### src/sv/c2d_pkg.sv
package c2d_pkg;

  // Build-time defaults for the top-level parameters
  localparam int C2D_MAX_WIDTH   = 32;
  localparam int C2D_SAMPLE_BITS = 16;

  // Fixed geometry and arithmetic
  localparam int KERNEL_SIZE   = 3;
  localparam int TAPS          = KERNEL_SIZE * KERNEL_SIZE;
  localparam int WEIGHT_BITS   = 16;
  localparam int SUM_BITS      = 36;
  localparam int WIDTH_BITS    = 6;
  localparam int CFG_DATA_BITS = KERNEL_SIZE * WEIGHT_BITS;
  localparam int CFG_IDX_BITS  = 2;

  // Register indexes
  localparam logic [CFG_IDX_BITS-1:0] REG_IMAGE_WIDTH   = 2'd0;
  localparam logic [CFG_IDX_BITS-1:0] REG_KERNEL_TOP    = 2'd1;
  localparam logic [CFG_IDX_BITS-1:0] REG_KERNEL_MIDDLE = 2'd2;
  localparam logic [CFG_IDX_BITS-1:0] REG_KERNEL_BOTTOM = 2'd3;

  localparam int DEFAULT_IMAGE_WIDTH = 32;

  // Queue depths: window queue between front and back, result queue at the output
  localparam int JOB_DEPTH = 4;
  localparam int RES_DEPTH = 4;

  typedef logic [CFG_DATA_BITS-1:0] kern_row_t;
  typedef kern_row_t [KERNEL_SIZE-1:0] kern_t;

  // Frame control from the register file to the front end
  typedef struct packed {
    logic                  restart;
    logic [WIDTH_BITS-1:0] eff_w;
  } c2d_ctl_t;

  // Window word: last flag in bit 0, then nine taps, row-major, left column first
  function automatic int job_bits(input int sample_bits);
    return TAPS * sample_bits + 1;
  endfunction

endpackage

### src/sv/c2d_front.sv
module c2d_front import c2d_pkg::*; #(
  parameter int MAX_WIDTH   = C2D_MAX_WIDTH,
  parameter int SAMPLE_BITS = C2D_SAMPLE_BITS
) (
  input  logic                                 clk,
  input  logic                                 rst_n,
  input  c2d_ctl_t                             ctl,
  input  logic                                 in_push,
  input  logic signed [SAMPLE_BITS-1:0]        in_pixel,
  output logic                                 in_full,
  input  logic [$clog2(JOB_DEPTH+1)-1:0]       job_count,
  output logic                                 job_push,
  output logic [job_bits(SAMPLE_BITS)-1:0]     job_data
);

  localparam int COL_W = (MAX_WIDTH > 1) ? $clog2(MAX_WIDTH) : 1;
  localparam int ROW_W = $clog2(MAX_WIDTH + 2);
  localparam int JC_W  = $clog2(JOB_DEPTH + 1);

  localparam logic ST_RUN   = 1'b0;
  localparam logic ST_FLUSH = 1'b1;

  logic                    state_r, state_nxt;
  logic [ROW_W-1:0]        row_r, row_nxt;
  logic [COL_W-1:0]        col_r, col_nxt;
  logic [1:0]              slot_r, slot_nxt;
  logic [ROW_W-1:0]        w_row;
  logic [WIDTH_BITS-1:0]   col_inc;
  logic                    credit, real_step, step_go;

  // second step: read data and step attributes
  logic                          s1_valid_r;
  logic                          s1_colz_r, s1_emit_r, s1_last_r;
  logic                          s1_top_ok_r, s1_mid_ok_r;
  logic [1:0]                    s1_top_sel_r, s1_mid_sel_r;
  logic signed [SAMPLE_BITS-1:0] s1_pix_r;

  logic signed [SAMPLE_BITS-1:0] line_mem [3][MAX_WIDTH];
  logic signed [SAMPLE_BITS-1:0] rd_r [3];

  // window, [column][row]; column 2 is the newest
  logic signed [SAMPLE_BITS-1:0] win_r [KERNEL_SIZE][KERNEL_SIZE];
  logic signed [SAMPLE_BITS-1:0] colvec [KERNEL_SIZE];
  logic signed [SAMPLE_BITS-1:0] right_col [KERNEL_SIZE];

  assign w_row = ROW_W'(ctl.eff_w);

  // room in the window queue for this step and the one in flight
  assign credit    = ({1'b0, job_count} + (JC_W+1)'(s1_valid_r)) < (JC_W+1)'(JOB_DEPTH);
  assign in_full   = (state_r != ST_RUN) || !credit;
  assign real_step = (state_r == ST_RUN) && in_push && credit;
  assign step_go   = real_step || ((state_r == ST_FLUSH) && credit);

  // raster position; after the last pixel, w+1 zero steps drain the frame
  always_comb begin
    state_nxt = state_r;
    row_nxt   = row_r;
    col_nxt   = col_r;
    slot_nxt  = slot_r;
    col_inc   = WIDTH_BITS'(col_r) + WIDTH_BITS'(1);
    if (ctl.restart) begin
      state_nxt = ST_RUN;
      row_nxt   = '0;
      col_nxt   = '0;
      slot_nxt  = '0;
    end else if (step_go) begin
      if (col_inc == ctl.eff_w) begin
        col_nxt  = '0;
        row_nxt  = row_r + ROW_W'(1);
        slot_nxt = (slot_r == 2'd2) ? 2'd0 : slot_r + 2'd1;
      end else begin
        col_nxt = COL_W'(col_inc);
      end
      unique case (state_r)
        ST_RUN: begin
          if (row_nxt == w_row) begin
            state_nxt = ST_FLUSH;
          end
        end
        ST_FLUSH: begin
          if (row_r == w_row + ROW_W'(1)) begin
            state_nxt = ST_RUN;
            row_nxt   = '0;
            col_nxt   = '0;
            slot_nxt  = '0;
          end
        end
        default: state_nxt = ST_RUN;
      endcase
    end
  end

  always_ff @(posedge clk) begin
    if (!rst_n) begin
      state_r    <= ST_RUN;
      row_r      <= '0;
      col_r      <= '0;
      slot_r     <= '0;
      s1_valid_r <= 1'b0;
    end else begin
      state_r    <= state_nxt;
      row_r      <= row_nxt;
      col_r      <= col_nxt;
      slot_r     <= slot_nxt;
      s1_valid_r <= step_go;
    end
  end

  // classify the step: does it complete an output, is it the frame's last
  always_ff @(posedge clk) begin
    if (step_go) begin
      s1_colz_r    <= (col_r == '0);
      s1_emit_r    <= (row_r >= ROW_W'(2)) || ((row_r == ROW_W'(1)) && (col_r != '0));
      s1_last_r    <= (row_r == w_row + ROW_W'(1));
      s1_top_ok_r  <= (row_r >= ROW_W'(2));
      s1_mid_ok_r  <= (row_r != '0) && (row_r <= w_row);
      s1_top_sel_r <= (slot_r == 2'd2) ? 2'd0 : slot_r + 2'd1;
      s1_mid_sel_r <= (slot_r == 2'd0) ? 2'd2 : slot_r - 2'd1;
      s1_pix_r     <= real_step ? in_pixel : '0;
    end
  end

  // line store: one memory per row slot, row r lives in slot r mod 3
  always_ff @(posedge clk) begin
    if (step_go) begin
      for (int s = 0; s < 3; s++) begin
        if (real_step && (slot_r == 2'(s))) begin
          line_mem[s][col_r] <= in_pixel;
        end
        rd_r[s] <= line_mem[s][col_r];
      end
    end
  end

  // new column, rows outside the image read as zero
  always_comb begin
    colvec[0] = s1_top_ok_r ? rd_r[s1_top_sel_r] : '0;
    colvec[1] = s1_mid_ok_r ? rd_r[s1_mid_sel_r] : '0;
    colvec[2] = s1_pix_r;
    for (int i = 0; i < KERNEL_SIZE; i++) begin
      right_col[i] = s1_colz_r ? '0 : colvec[i];
    end
  end

  // window word; at column 0 the right edge output closes with a zero column
  always_comb begin
    job_data[0] = s1_last_r;
    for (int i = 0; i < KERNEL_SIZE; i++) begin
      job_data[1 + (i*KERNEL_SIZE + 0)*SAMPLE_BITS +: SAMPLE_BITS] = win_r[1][i];
      job_data[1 + (i*KERNEL_SIZE + 1)*SAMPLE_BITS +: SAMPLE_BITS] = win_r[2][i];
      job_data[1 + (i*KERNEL_SIZE + 2)*SAMPLE_BITS +: SAMPLE_BITS] = right_col[i];
    end
  end

  assign job_push = s1_valid_r && s1_emit_r;

  // shift the window; a new row starts with a zero left border
  always_ff @(posedge clk) begin
    if (s1_valid_r) begin
      for (int i = 0; i < KERNEL_SIZE; i++) begin
        win_r[0][i] <= s1_colz_r ? '0 : win_r[1][i];
        win_r[1][i] <= s1_colz_r ? '0 : win_r[2][i];
        win_r[2][i] <= colvec[i];
      end
    end
  end

endmodule

### config.mk
export PLATFORM = sky130hd
export DESIGN_NAME = c2d_front
export DESIGN_NICKNAME = d
export VERILOG_FILES = /design/src/sv/c2d_pkg.sv /design/src/sv/c2d_front.sv
export SDC_FILE = /design/constraint.sdc
export NUM_CORES = 2
export LEC_CHECK = 0
export BUFFER_PORTS_ARGS = -buffer_cell sky130_fd_sc_hd__buf_2
export CORE_MARGIN = 5
export CORE_UTILIZATION = 50
export DETAILED_ROUTE_END_ITERATION = 12
export PLACE_DENSITY_LB_ADDON = 0.08
export SYNTH_ARGS = -nofsm -noshare
export SYNTH_HDL_FRONTEND = slang
export SYNTH_SLANG_ARGS = --single-unit
### constraint.sdc
create_clock -name clk -period 8 [get_ports clk]
set_clock_uncertainty 0.1 [all_clocks]
set_input_delay 1.6 -clock clk [delete_from_list [all_inputs] [get_ports clk]]
set_output_delay 1.6 -clock clk [all_outputs]
set_load 0.03 [all_outputs]
==> summary.md <==
| Metric | Value |
|---|---|
| Status | completed |
| Initial drt markers | around 4200 |
| Post-route ant nets | 0 |
| Avg WL per Cell | between 30 and 40 µm |
| Post_cts resized | 0 |
| Final Wtd Congestion | 0.8486 |
| DP Wirelength | between 100000 and 150000 µm |
| Die Area | around 0.14 mm² |
| Height of the die | around 370 µm |
| Vias per Instance | between 6 and 7 |
| Die X | 373.5 µm |
| DRT Pass-1 Iters | 5 |
| Buffers on Ports | 175 |
| Post-synth design cell area | 0.06606 mm² |
| H-tree Lvls | 4 |
| Root buf cell | clkbuf_16 |
| Vias in the first global route | between 30000 and 40000 |
| Final Util | a little under three fifths |
| R2R depth | 8 |
| RSZ-0062 raised after global routing | false |
| Area leader, netlist | edfxtp_1 |
| DR vias | 32890 |
| Final Hold Viols | 0 |
| Leakage power | between 20 and 25 nW |
| Finished Layout Cells | 5268 |
| Layout cells sized above 1 | 28.35% |
| Inst Count DP | 4943 |
| Ports | about 180 |
| Synth Instances | 3058 |
| Synth Flop Type | edfxtp_1 |
| Post-synth top area share | just under 80% |
| Buffer depth of the longest clock path | 3 |
| IR drop worst, VDD | 0.0002340 V |
| Core outline area | ~0.13 mm² |
| Clk slew on worst S/H paths | around 0.060 ns |
| Yosys reg bits | around 1700 |
| Aggregate global-route resource usage | 24.94% |
| Max Fclk | between 200 and 250 MHz |
| Max Cap Viol | 0 |
| Post-synth EDFFs | 1705 |
| Fin crit share | 54.88% |
| Nets | 3415 |
| CTS tree | yes |
| Cts hold-fix bufs | 0 |
| Initial core utilization | 50.25% |
| First-pass GRT wire length | between 200000 and 250000 µm |
| Pwr per Cell Area | approximately 240 mW/mm² |
| Endpoints failing setup | 0 |
| Post-Route WL | 175300 µm |
| Relative slew margins | 12.90% |
| Seq/Total Area, Yosys | between 70% and 80% |
| DRC errors left | 0 |
| Design Power | 18.38 mW |
| Crit-path max cell delay | 0.79 ns |
| Synth async-reset ratio | 0% |
| Worst skew pair latency | roughly 0.80 ns |
| Max Fanout on Critical Path | 16 |
| Clock buffer count from CTS | between 150 and 200 |
| Synth area leaders | edfxtp_1 (78%), mux4_2 (13%), a22oi_1 (2.2%), nor2b_1 (0.94%), clkbuf_1 (0.65%) |
| Row count | between 100 and 150 |
| HP Class | reg2reg |
| Cell breakdown of the critical path | mux2_2 > o211a_1 > nor2b_1 > buf_2 |
| Crit Path Category | reg2out |
| Grt ovf | 0 |
| Setup TNS | 0 ns |
| Crit end category | output pin |
| Initial antenna violation count | 6 |
| Slowest CP cell | dfxtp_1 |
| Yosys warnings | 0 |
| Syn Nets | approximately 3100 |
| Min Tclk post-route | between 4 and 5 ns |
| CP Data Arrival Time | roughly 2.7 ns |
| Syn Area/Cell | around 22 µm² |
| Worst-Margin Slew | about 1.3 ns |
| Worst setup SP type | flip-flop |
| Largest net degree at the start of global routing | approximately 110 |
| Layout area overhead | 13.68% |
| Clock sink count | about 1700 |
| Max-slew violation count | 0 |
| Cells on Worst Hold Path | 2 |
| Worst Path Required | ~6.3 ns |
| Setup Fix Bufs, Post-CTS | 0 |
| R2R setup slack | ~3.7 ns |
| Yosys cell types | 51 |
## area by class of cell
cell class,instances,area [µm²]
Multi-Input combinational cell,1135,13730
Fill cell,9766,56360
Clock inverter,109,910.9
Timing Repair Buffer,312,1969
Inverter,17,65.06
Clock buffer,213,4628
Antenna cell,3,7.507
Tap cell,1755,2196
Sequential cell,1724,51590
## power breakdown
part           total [mW]  switching [mW]  internal [mW]
clock                7.88            3.37           4.51
combinational       0.487           0.340          0.147
sequential           10.0          0.0492           9.96
total                18.4            3.76           14.6
## flip-flops by register name, indices dropped and copies added (netlist names), 2 cells and up, named ones only
name          cells
s1_top_sel_r      2
win_r            96
col_r             5
s1_mid_sel_r      2
s1_pix_r         16
slot_r            2
rd_r             48
line_mem       1536
row_r             6
## cells in the final DEF (no fill, tap or decap), drive strengths merged, types with 4 or more instances in the layout
master       n
nor2b       99
xnor2        8
ha          20
nand4       50
inv         23
o21ai       10
nor3b        4
nand2b      36
clkinvlp     6
mux4       384
dfxtp       19
edfxtp    1705
mux2        32
nor2       107
clkinv      85
and2        20
a22oi      193
mux2i        6
xor2        12
clkbuf     213
o211a       32
nor3         7
a21oi       11
buf        312
nand3        9
nand2       58
bufinv      12
## cell families (layout without fill, tap and decap cells)
group / after synthesis / after routing / share of synthesized area [%]
flip-flops: 1724 / 1724 / 78.08
XOR/XNOR: 20 / 20 / 0.2765
other: 0 / 3 / 0
adder cells (fa/ha/maj): 20 / 20 / 0.3788
AO/OA/AOI/OAI: 264 / 264 / 3.053
AND/OR/NAND/NOR: 409 / 409 / 3.261
buffers and inverters: 199 / 651 / 1.225
multiplexers: 422 / 422 / 13.73
## routing by layer
metal  up-vias  routed length (µm)  GRT usage, %
li1      13410                   -             -
met1     17740               73150         36.99
met2      1517               83280         38.99
met3       224               14860         4.945
met4         0                4035         5.805
met5         -                   0             0
## cells in the mapped netlist (3+ instances only)
library cell and number:
o21ai_0 9, a21oi_1 11, inv_1 17, mux2i_1 6, mux2_2 32, mux4_2 384, nor4_1 3, and3_1 3
a22oi_1 193, nand3_1 9, clkbuf_1 115, and2_1 20, dfxtp_1 19, edfxtp_1 1705, nand4_1 50, nand2b_1 36
buf_1 26, clkbuf_2 3, xor2_1 12, nor2_1 107, buf_2 35, ha_1 20, o211ai_1 3, xnor2_1 7
nand2_1 58, nor2b_1 99, nor3b_1 4, o211a_1 32, o21a_1 3, nor3_1 7
## worst max-delay path: cells and delay by family, from the launching register on
| family | cells | cell delay [ns] |
|---|---|---|
| compound gates | 1 | 0.28 |
| buf+inv | 1 | 0.21 |
| flops | 1 | 0.79 |
| mux | 1 | 0.45 |
| simple gates | 1 | 0.15 |
## worst paths after layout
| check | start | endpoint |
|---|---|---|
| min reg2reg | s1_top_sel_r[0]$_DFFE_PN_ | flip-flop |
| min | s1_top_sel_r[0]$_DFFE_PN_ | flip-flop |
| max | flip-flop | job_data[87] |
| max reg2reg | col_r[0]$_SDFFE_PP0N_ | row_r[4]$_SDFFE_PP0N_ |
## through the flow
| step | hold slack, ns | instance area (µm²) | setup WS [ns] |
|---|---|---|---|
| 6_report | 0.3477 | 75100 | 3.609 |
| 5_1_grt | 0.3569 | 75090 | 3.361 |
| 4_1_cts | 0.3490 | 75090 | 3.573 |
| 3_5_place_dp | 0.3349 | 69550 | 3.661 |
| 3_3_place_gp | 0.3244 | 69550 | 3.648 |
| 2_1_floorplan | 0.3152 | 66060 | 2.804 |
Note: power is estimated with default switching activity, not from simulation.
