File: config.mk
export PLATFORM = sky130hd
export DESIGN_NAME = c2d_fifo
export DESIGN_NICKNAME = d
export VERILOG_FILES = /design/src/sv/c2d_pkg.sv /design/src/sv/c2d_fifo.sv
export SDC_FILE = /design/constraint.sdc
export NUM_CORES = 1
export LEC_CHECK = 0
export BUFFER_PORTS_ARGS = -buffer_cell sky130_fd_sc_hd__buf_2
export CORE_AREA = 2 2 42 44
export DETAILED_ROUTE_END_ITERATION = 10
export DIE_AREA = 0 0 44 46
export PLACE_DENSITY = 0.63
export SYNTH_ARGS = -nofsm -noshare
export SYNTH_HDL_FRONTEND = slang
export SYNTH_SLANG_ARGS = --single-unit
File: constraint.sdc
create_clock -name clk -period 2.6 [get_ports clk]
set_clock_uncertainty 0.2 [all_clocks]
set_input_delay 0.13 -clock clk [delete_from_list [all_inputs] [get_ports clk]]
set_output_delay 0.13 -clock clk [all_outputs]
set_load 0.03 [all_outputs]
File: src/sv/c2d_pkg.sv
package c2d_pkg;

  // Build-time defaults for the top-level parameters
  localparam int C2D_MAX_WIDTH   = 32;
  localparam int C2D_SAMPLE_BITS = 16;

  // Fixed geometry and arithmetic
  localparam int KERNEL_SIZE   = 3;
  localparam int TAPS          = KERNEL_SIZE * KERNEL_SIZE;
  localparam int WEIGHT_BITS   = 16;
  localparam int SUM_BITS      = 36;
  localparam int WIDTH_BITS    = 6;
  localparam int CFG_DATA_BITS = KERNEL_SIZE * WEIGHT_BITS;
  localparam int CFG_IDX_BITS  = 2;

  // Register indexes
  localparam logic [CFG_IDX_BITS-1:0] REG_IMAGE_WIDTH   = 2'd0;
  localparam logic [CFG_IDX_BITS-1:0] REG_KERNEL_TOP    = 2'd1;
  localparam logic [CFG_IDX_BITS-1:0] REG_KERNEL_MIDDLE = 2'd2;
  localparam logic [CFG_IDX_BITS-1:0] REG_KERNEL_BOTTOM = 2'd3;

  localparam int DEFAULT_IMAGE_WIDTH = 32;

  // Queue depths: window queue between front and back, result queue at the output
  localparam int JOB_DEPTH = 4;
  localparam int RES_DEPTH = 4;

  typedef logic [CFG_DATA_BITS-1:0] kern_row_t;
  typedef kern_row_t [KERNEL_SIZE-1:0] kern_t;

  // Frame control from the register file to the front end
  typedef struct packed {
    logic                  restart;
    logic [WIDTH_BITS-1:0] eff_w;
  } c2d_ctl_t;

  // Window word: last flag in bit 0, then nine taps, row-major, left column first
  function automatic int job_bits(input int sample_bits);
    return TAPS * sample_bits + 1;
  endfunction

endpackage

File: src/sv/c2d_fifo.sv
module c2d_fifo import c2d_pkg::*; #(
  parameter int WIDTH = 1,
  parameter int DEPTH = JOB_DEPTH
) (
  input  logic                       clk,
  input  logic                       rst_n,
  input  logic                       push,
  input  logic [WIDTH-1:0]           push_data,
  input  logic                       pop,
  output logic [WIDTH-1:0]           pop_data,
  output logic                       empty,
  output logic [$clog2(DEPTH+1)-1:0] count
);

  localparam int PTR_W = (DEPTH > 1) ? $clog2(DEPTH) : 1;
  localparam int CNT_W = $clog2(DEPTH + 1);

  logic [WIDTH-1:0] mem_r [DEPTH];
  logic [PTR_W-1:0] wr_ptr_r, rd_ptr_r;
  logic [CNT_W-1:0] count_r, count_nxt;
  logic             do_push, do_pop;

  assign do_push  = push && (count_r != CNT_W'(DEPTH));
  assign do_pop   = pop && (count_r != '0);
  assign pop_data = mem_r[rd_ptr_r];
  assign empty    = (count_r == '0);
  assign count    = count_r;

  // occupancy
  always_comb begin
    case ({do_push, do_pop})
      2'b10:   count_nxt = count_r + CNT_W'(1);
      2'b01:   count_nxt = count_r - CNT_W'(1);
      default: count_nxt = count_r;
    endcase
  end

  // pointers wrap at the depth
  always_ff @(posedge clk) begin
    if (!rst_n) begin
      wr_ptr_r <= '0;
      rd_ptr_r <= '0;
      count_r  <= '0;
    end else begin
      count_r <= count_nxt;
      if (do_push) begin
        wr_ptr_r <= (wr_ptr_r == PTR_W'(DEPTH - 1)) ? '0 : wr_ptr_r + PTR_W'(1);
      end
      if (do_pop) begin
        rd_ptr_r <= (rd_ptr_r == PTR_W'(DEPTH - 1)) ? '0 : rd_ptr_r + PTR_W'(1);
      end
    end
  end

  // storage
  always_ff @(posedge clk) begin
    if (do_push) begin
      mem_r[wr_ptr_r] <= push_data;
    end
  end

endmodule

==> impl_metrics.csv, run 1 <==
group,metric,value,unit
floorplan,io_pins,10,
detailed_routing,firstDrtPassIters,2,
floorplan,die_w,44,um
synth,yosysWarnings,0,
sta,drv_slew,0,
placed_design,hpwl,823,um
pwr,irDropWorstVdd,0.000687,V
sta,hold_viol,0,
clocking,numCtsBuffers,3,
global_routing,grt-ovfl-total,0,
clocking,cts_sinks,13,
sta,relSlewSlack,76.4,%
worst_setup_path,worstPathCellList,"or3b_4 > and2_4 > inv_1 > ha_1 > inv_1 > fa_2 > xor2_1 > or3_2 > a21boi_2",
detailed_routing,drc,0,
global_routing,antenna_found_initial,0,
worst_setup_path,crit_cells,9,
synth,syn-num-nets,72,
worst_setup_path,cpMaxStageDelayCell,"or3_2",
detailed_routing,totalWireLength,1.08,mm
global_routing,grt_pass1_vias,451,
synth,synth_area_leaders,"dfxtp_1 (28%), edfxtp_1 (19%), ha_1 (12%)",
worst_setup_path,cpMostUsedCell,"inv_1",
floorplan,die-area,2020,sq um
clocking,clkLatencyLatePin,0.27,ns
finish,areaGrowthSynthToFinish,29.3,%
detailed_routing,routedWlPerCell,10.9,um
synth,yosys.area.top_type,"dfxtp_1",
min_path,hold_path_depth,4,
synth,syn_avg_cell_area,10.6,sq um
detailed_routing,drt_iter0_markers,2,
worst_setup_path,critPathRequiredTime,2.60,ns
pwr,p_per_area,994,nW/um^2
sta,period_needed,2.48,ns
clocking,ctsHtreeMaxLevel,1,
floorplan,start_util,39.5,%
worst_setup_path,crit_path_end_kind,"register",
floorplan,num_rows,15,
placed_design,place_congestion,0.773,
global_routing,grt_pass1_wl,1.86,mm
worst_setup_path,cp-start-kind,"register",
synth,synth_seq_cells,13,
sta,rsz0062_at_grt,"false",
worst_setup_path,crit_family,"simple AND/OR/NAND/NOR gates",
sta,worst_pin_slew,0.351,ns
global_routing,grt_max_degree,12,
sta,period_share,95.5,%
synth,yosysTopAreaCellShare,28.3,%
worst_setup_path,crit_type,"reg -> reg",
clocking,path_clk_slew,0.08,ns
finish,drive_gt1_share,37.8,%
synth,synth_area,637,sq um
finish,layout.nets,95,
global_routing,track_usage,13.1,%
clocking,cts_tree,"done",
worst_setup_path,crit_fanout,5,
synth,synthDistinctLibCells,23,
pwr,leakage,0.371,nW
detailed_routing,vias,474,
run_status,status,"completed",
worst_setup_path,reg2reg_depth,9,
clocking,clk_path_buf_depth,2,
sta,final-setup-viol-count,0,
sta,tns,0,ns
finish,num_antenna_cells,0,
sta,holdWs,0.135,ns
floorplan,die_h,46,um
worst_setup_path,regToRegSetupSlack,0.12,ns
placed_design,port_buffers,9,
min_path,hp-class,"in -> reg",
worst_setup_path,cp_data_arrival_time,2.49,ns
pwr,power.total,0.000818,W
worst_setup_path,path_buf_inv,2,
detailed_routing,vias_per_cell,4.79,
sta,fmax,0.403,GHz
worst_setup_path,cp_slowest_stage_delay,0.42,ns
clocking,cts_root_buffer,"clkbuf_4",
synth,syn_inst,60,
synth,seq_area_frac_synth,47.2,%
detailed_routing,antenna_left,0,
flow_run,max-cap-violations,0,
floorplan,core,1610,sq um
## kinds of logic after synthesis
kind of cell             share of synthesized area [%]
AO/OA/AOI/OAI                                     6.29
XOR/XNOR                                          2.75
adder cells (fa/ha/maj)                           14.9
buffers and inverters                             4.72
flip-flops                                        47.2
multiplexers                                      5.11
AND/OR/NAND/NOR                                   19.1
## synth_stat cells
library cell,instances
dfxtp_1,9
inv_1,7
ha_1,6
nand2_1,6
o21ai_0,5
and3_2,4
edfxtp_1,4
and2_1,2
nand3_1,2
nor2_1,2
a21boi_0,1
and2_4,1
clkbuf_1,1
fa_1,1
mux2i_1,1
mux4_2,1
nand4_1,1
nor3_1,1
o31ai_1,1
or3_2,1
or3b_4,1
xnor2_1,1
xor2_1,1
## cells in the final DEF (no fill, tap or decap)
master and count:
nand3_1 2, clkbuf_4 3, or3b_4 1, nand4_1 1, and3_2 4, xor2_1 1
edfxtp_1 4, dfxtp_2 2, o31ai_1 1, buf_2 9, mux4_2 1, xnor2_1 1
o21ai_0 5, dfxtp_4 1, a21boi_2 1, nor2_1 2, and2_4 1, ha_1 6
nand2_1 6, nor3_1 1, mux2i_1 1, dfxtp_1 6, and2_1 2, fa_2 1
dlygate4sd3_1 4, clkbuf_1 1, buf_4 6, inv_1 7, or3_2 1
## worst reg2reg max path, cell delays in order, from the launching register on
cell	delay, ns
dfxtp_4	0.36
or3b_4	0.38
and2_4	0.18
inv_1	0.05
ha_1	0.16
inv_1	0.06
fa_2	0.33
xor2_1	0.15
or3_2	0.42
a21boi_2	0.14
## area by class of cell
| type | instances | area (sq um) |
|---|---|---|
| Tap cell | 17 | 21.3 |
| Timing Repair Buffer | 19 | 130 |
| Inverter | 7 | 26.3 |
| Multi-Input combinational cell | 39 | 313 |
| Fill cell | 149 | 791 |
| Sequential cell | 13 | 307 |
| Clock buffer | 4 | 26.3 |
## metal layers
layer | global-route usage (%) | part of all wire, %
met1 | 14.6 | 44
met4 | 9.09 | 1.9
met3 | 2.38 | 1.4
met5 | 0 | 0
met2 | 22.6 | 53
## path summary, 6_finish.rpt
kind	startpoint	to
worst min register to register	wr_ptr_r[1]	wr_ptr_r[1]
worst max-delay path	count[2]	count[2]
worst min-delay path	pop	register
worst max register to register	count[2]	count[2]
## through the flow
| stage | util (%) | cells | area, sq um | worst slack (ns) |
|---|---|---|---|---|
| 4_1_cts | 50.2 | 98 | 810 | 0.0288 |
| 3_5_place_dp | 46.0 | 90 | 743 | 0.0538 |
| 3_3_place_gp | 46.0 | 90 | 743 | 0.0976 |
| 6_report | 51.0 | 99 | 823 | 0.118 |
| 5_1_grt | 51.0 | 99 | 823 | 0.0252 |
| 2_1_floorplan | - | 60 | 643 | 0.0366 |
## power breakdown
part	leakage, nW	internal, W	switching [W]
Combinational	0.244	0.000179	0.000222
Sequential	0.112	0.000265	0.0000314
Clock	0.0150	0.0000593	0.0000622
Total	0.371	0.000503	0.000315
## what timing repair did
item / CTS / global route
setup buffers: 0 / 1
hold buffers: 4 / 0
endpoints found under the setup margin: 0 / 1
hold endpoints to repair: 6 / 0
gates resized for setup: 0 / 3
Power figures use the tool's default switching activity.
==> run 2: changes to the inputs <==
Settings changed: BUFFER_PORTS_ARGS -buffer_cell sky130_fd_sc_hd__buf_2 to default, DONT_BUFFER_PORTS from default to 1, PLACE_DENSITY 0.63 to 0.57.
==> impl_metrics.csv, run 2 (same netlist as run 1, synthesis figures left out) <==
group,metric,value,unit
global_routing,grt_pass1_vias,390,
sta,relSlewSlack,76.0,%
flow_run,max-cap-violations,0,
clocking,cts_tree,"done",
pwr,p_per_area,1020,nW/um^2
global_routing,antenna_found_initial,0,
clocking,clkLatencyLatePin,0.26,ns
worst_setup_path,cp_data_arrival_time,2.50,ns
detailed_routing,vias_per_cell,4.83,
detailed_routing,drc,0,
finish,layout_common_cells,"inv_1 (7), nand2_1 (6), dfxtp_1 (6), buf_4 (6)",
worst_setup_path,crit_path_end_kind,"register",
clocking,cts_sinks,13,
pwr,power_switching,0.000298,W
detailed_routing,totalWireLength,943,um
floorplan,core,1610,sq um
sta,rsz0062_at_grt,"false",
clocking,cts_root_buffer,"clkbuf_4",
sta,period_needed,2.50,ns
pwr,internal_power,0.000486,W
pwr,irDropWorstVdd,0.000510,V
placed_design,placed_area,698,sq um
sta,drv_slew,0,
pwr,seqPwrFrac,37.3,%
finish,areaGrowthSynthToFinish,21.0,%
pwr,leakage,0.324,nW
pwr,power.share.clock,14.7,%
sta,holdWs,0.0126,ns
clocking,ctsHtreeMaxLevel,1,
run_status,status,"completed",
detailed_routing,vias,430,
finish,final_cells,89,
finish,num_antenna_cells,0,
global_routing,track_usage,11.9,%
finish,drive_gt1_share,31.9,%
finish,layout.nets,85,
placed_design,port_buffers,0,
placed_design,place_congestion,0.703,
clocking,numCtsBuffers,3,
floorplan,num_rows,15,
worst_setup_path,crit_type,"reg -> reg",
finish,final_cell_area,771,sq um
global_routing,grt_max_degree,12,
worst_setup_path,cp-start-kind,"register",
detailed_routing,routedWlPerCell,10.6,um
pwr,power.total,0.000784,W
detailed_routing,drt_iter0_markers,0,
detailed_routing,firstDrtPassIters,1,
floorplan,io_pins,10,
sta,worst_pin_slew,0.359,ns
placed_design,place_inst,81,
sta,final-setup-viol-count,0,
floorplan,start_util,39.5,%
clocking,clk_path_buf_depth,2,
global_routing,grt_pass1_wl,1.63,mm
pwr,swShare,38.0,%
finish,fillCellCount,158,
floorplan,die_w,44,um
finish,final_common_cell,"inv_1",
sta,period_share,96.3,%
worst_setup_path,crit_fanout,6,
worst_setup_path,critPathRequiredTime,2.60,ns
sta,hold_viol,0,
floorplan,die-area,2020,sq um
clocking,path_clk_slew,0.07,ns
detailed_routing,antenna_left,0,
pwr,combinationalPowerShare,48.0,%
global_routing,grt-ovfl-total,0,
sta,tns,0,ns
floorplan,die_h,46,um
placed_design,hpwl,732,um
sta,fmax,0.400,GHz
min_path,hp-class,"in -> reg",
run 2: cell count changes in the layout (fill, tap and decap cells not counted), sizes merged:
cell / change
dlygate4sd3: -1
buf: -9
run 2: worst paths after layout:
check / endpoint / start / depth (start not counted) / slack, ns
worst max-delay path: count[2] / count[2] / 9 / 0.1
worst min-delay path: rd_ptr_r[0] / pop / 3 / 0.01
worst max register to register: count[2] / count[2] / 9 / 0.1
worst min register to register: wr_ptr_r[1] / wr_ptr_r[1] / 2 / 0.31
run 2: timing repair:
action / CTS / global route
hold buffers: 3 / 0
hold endpoints to repair: 17 / 0
buffers inserted: 0 / 1
gates resized for setup: 0 / 4
endpoints found under the setup margin: 0 / 1
run 2: worst max-delay path: stages (launching register included):
cell,delay (ns)
dfxtp_4,0.34
or3b_4,0.40
and2_4,0.18
inv_1,0.05
ha_2,0.18
inv_1,0.06
fa_2,0.33
xor2_1,0.15
or3_2,0.42
a21boi_2,0.14
run 2: routing by layer:
layer  routed length, um  global-route usage (%)  vias up
met3                  29                    6.35        2
met2                 439                    18.5        3
li1                    -                       -      229
met1                 464                    13.3      196
met5                   0                       0        -
met4                  10                    5.45        0
run 2: power groups by stage:
stage / sequential, W / clock (W) / combinational [W]
3_5_place_dp: 0.000298 / 0 / 0.000359
6_report: 0.000292 / 0.000115 / 0.000376
3_3_place_gp: 0.000297 / 0 / 0.000351
4_1_cts: 0.000294 / 0.000126 / 0.000366
5_1_grt: 0.000299 / 0.000134 / 0.000420
2_1_floorplan: 0.000346 / 0 / 0.000212
run 2: per-stage QoR:
| stage | util (%) | setup WS [ns] |
|---|---|---|
| 2_1_floorplan | - | 0.0366 |
| 3_3_place_gp | 43.3 | 0.0764 |
| 3_5_place_dp | 43.3 | 0.0273 |
| 4_1_cts | 46.7 | 0.00764 |
| 5_1_grt | 47.8 | 0.0154 |
| 6_report | 47.8 | 0.0974 |
run 2: layout make-up:
class                      count  area, sq um  area share (%)
inverter                       7         26.3            3.41
tap                           17         21.3            2.76
clock buffer                   4         26.3            3.41
sequential                    13          307            39.8
multi-input combinational     39          315            40.9
timing repair buffer           9         75.1            9.74
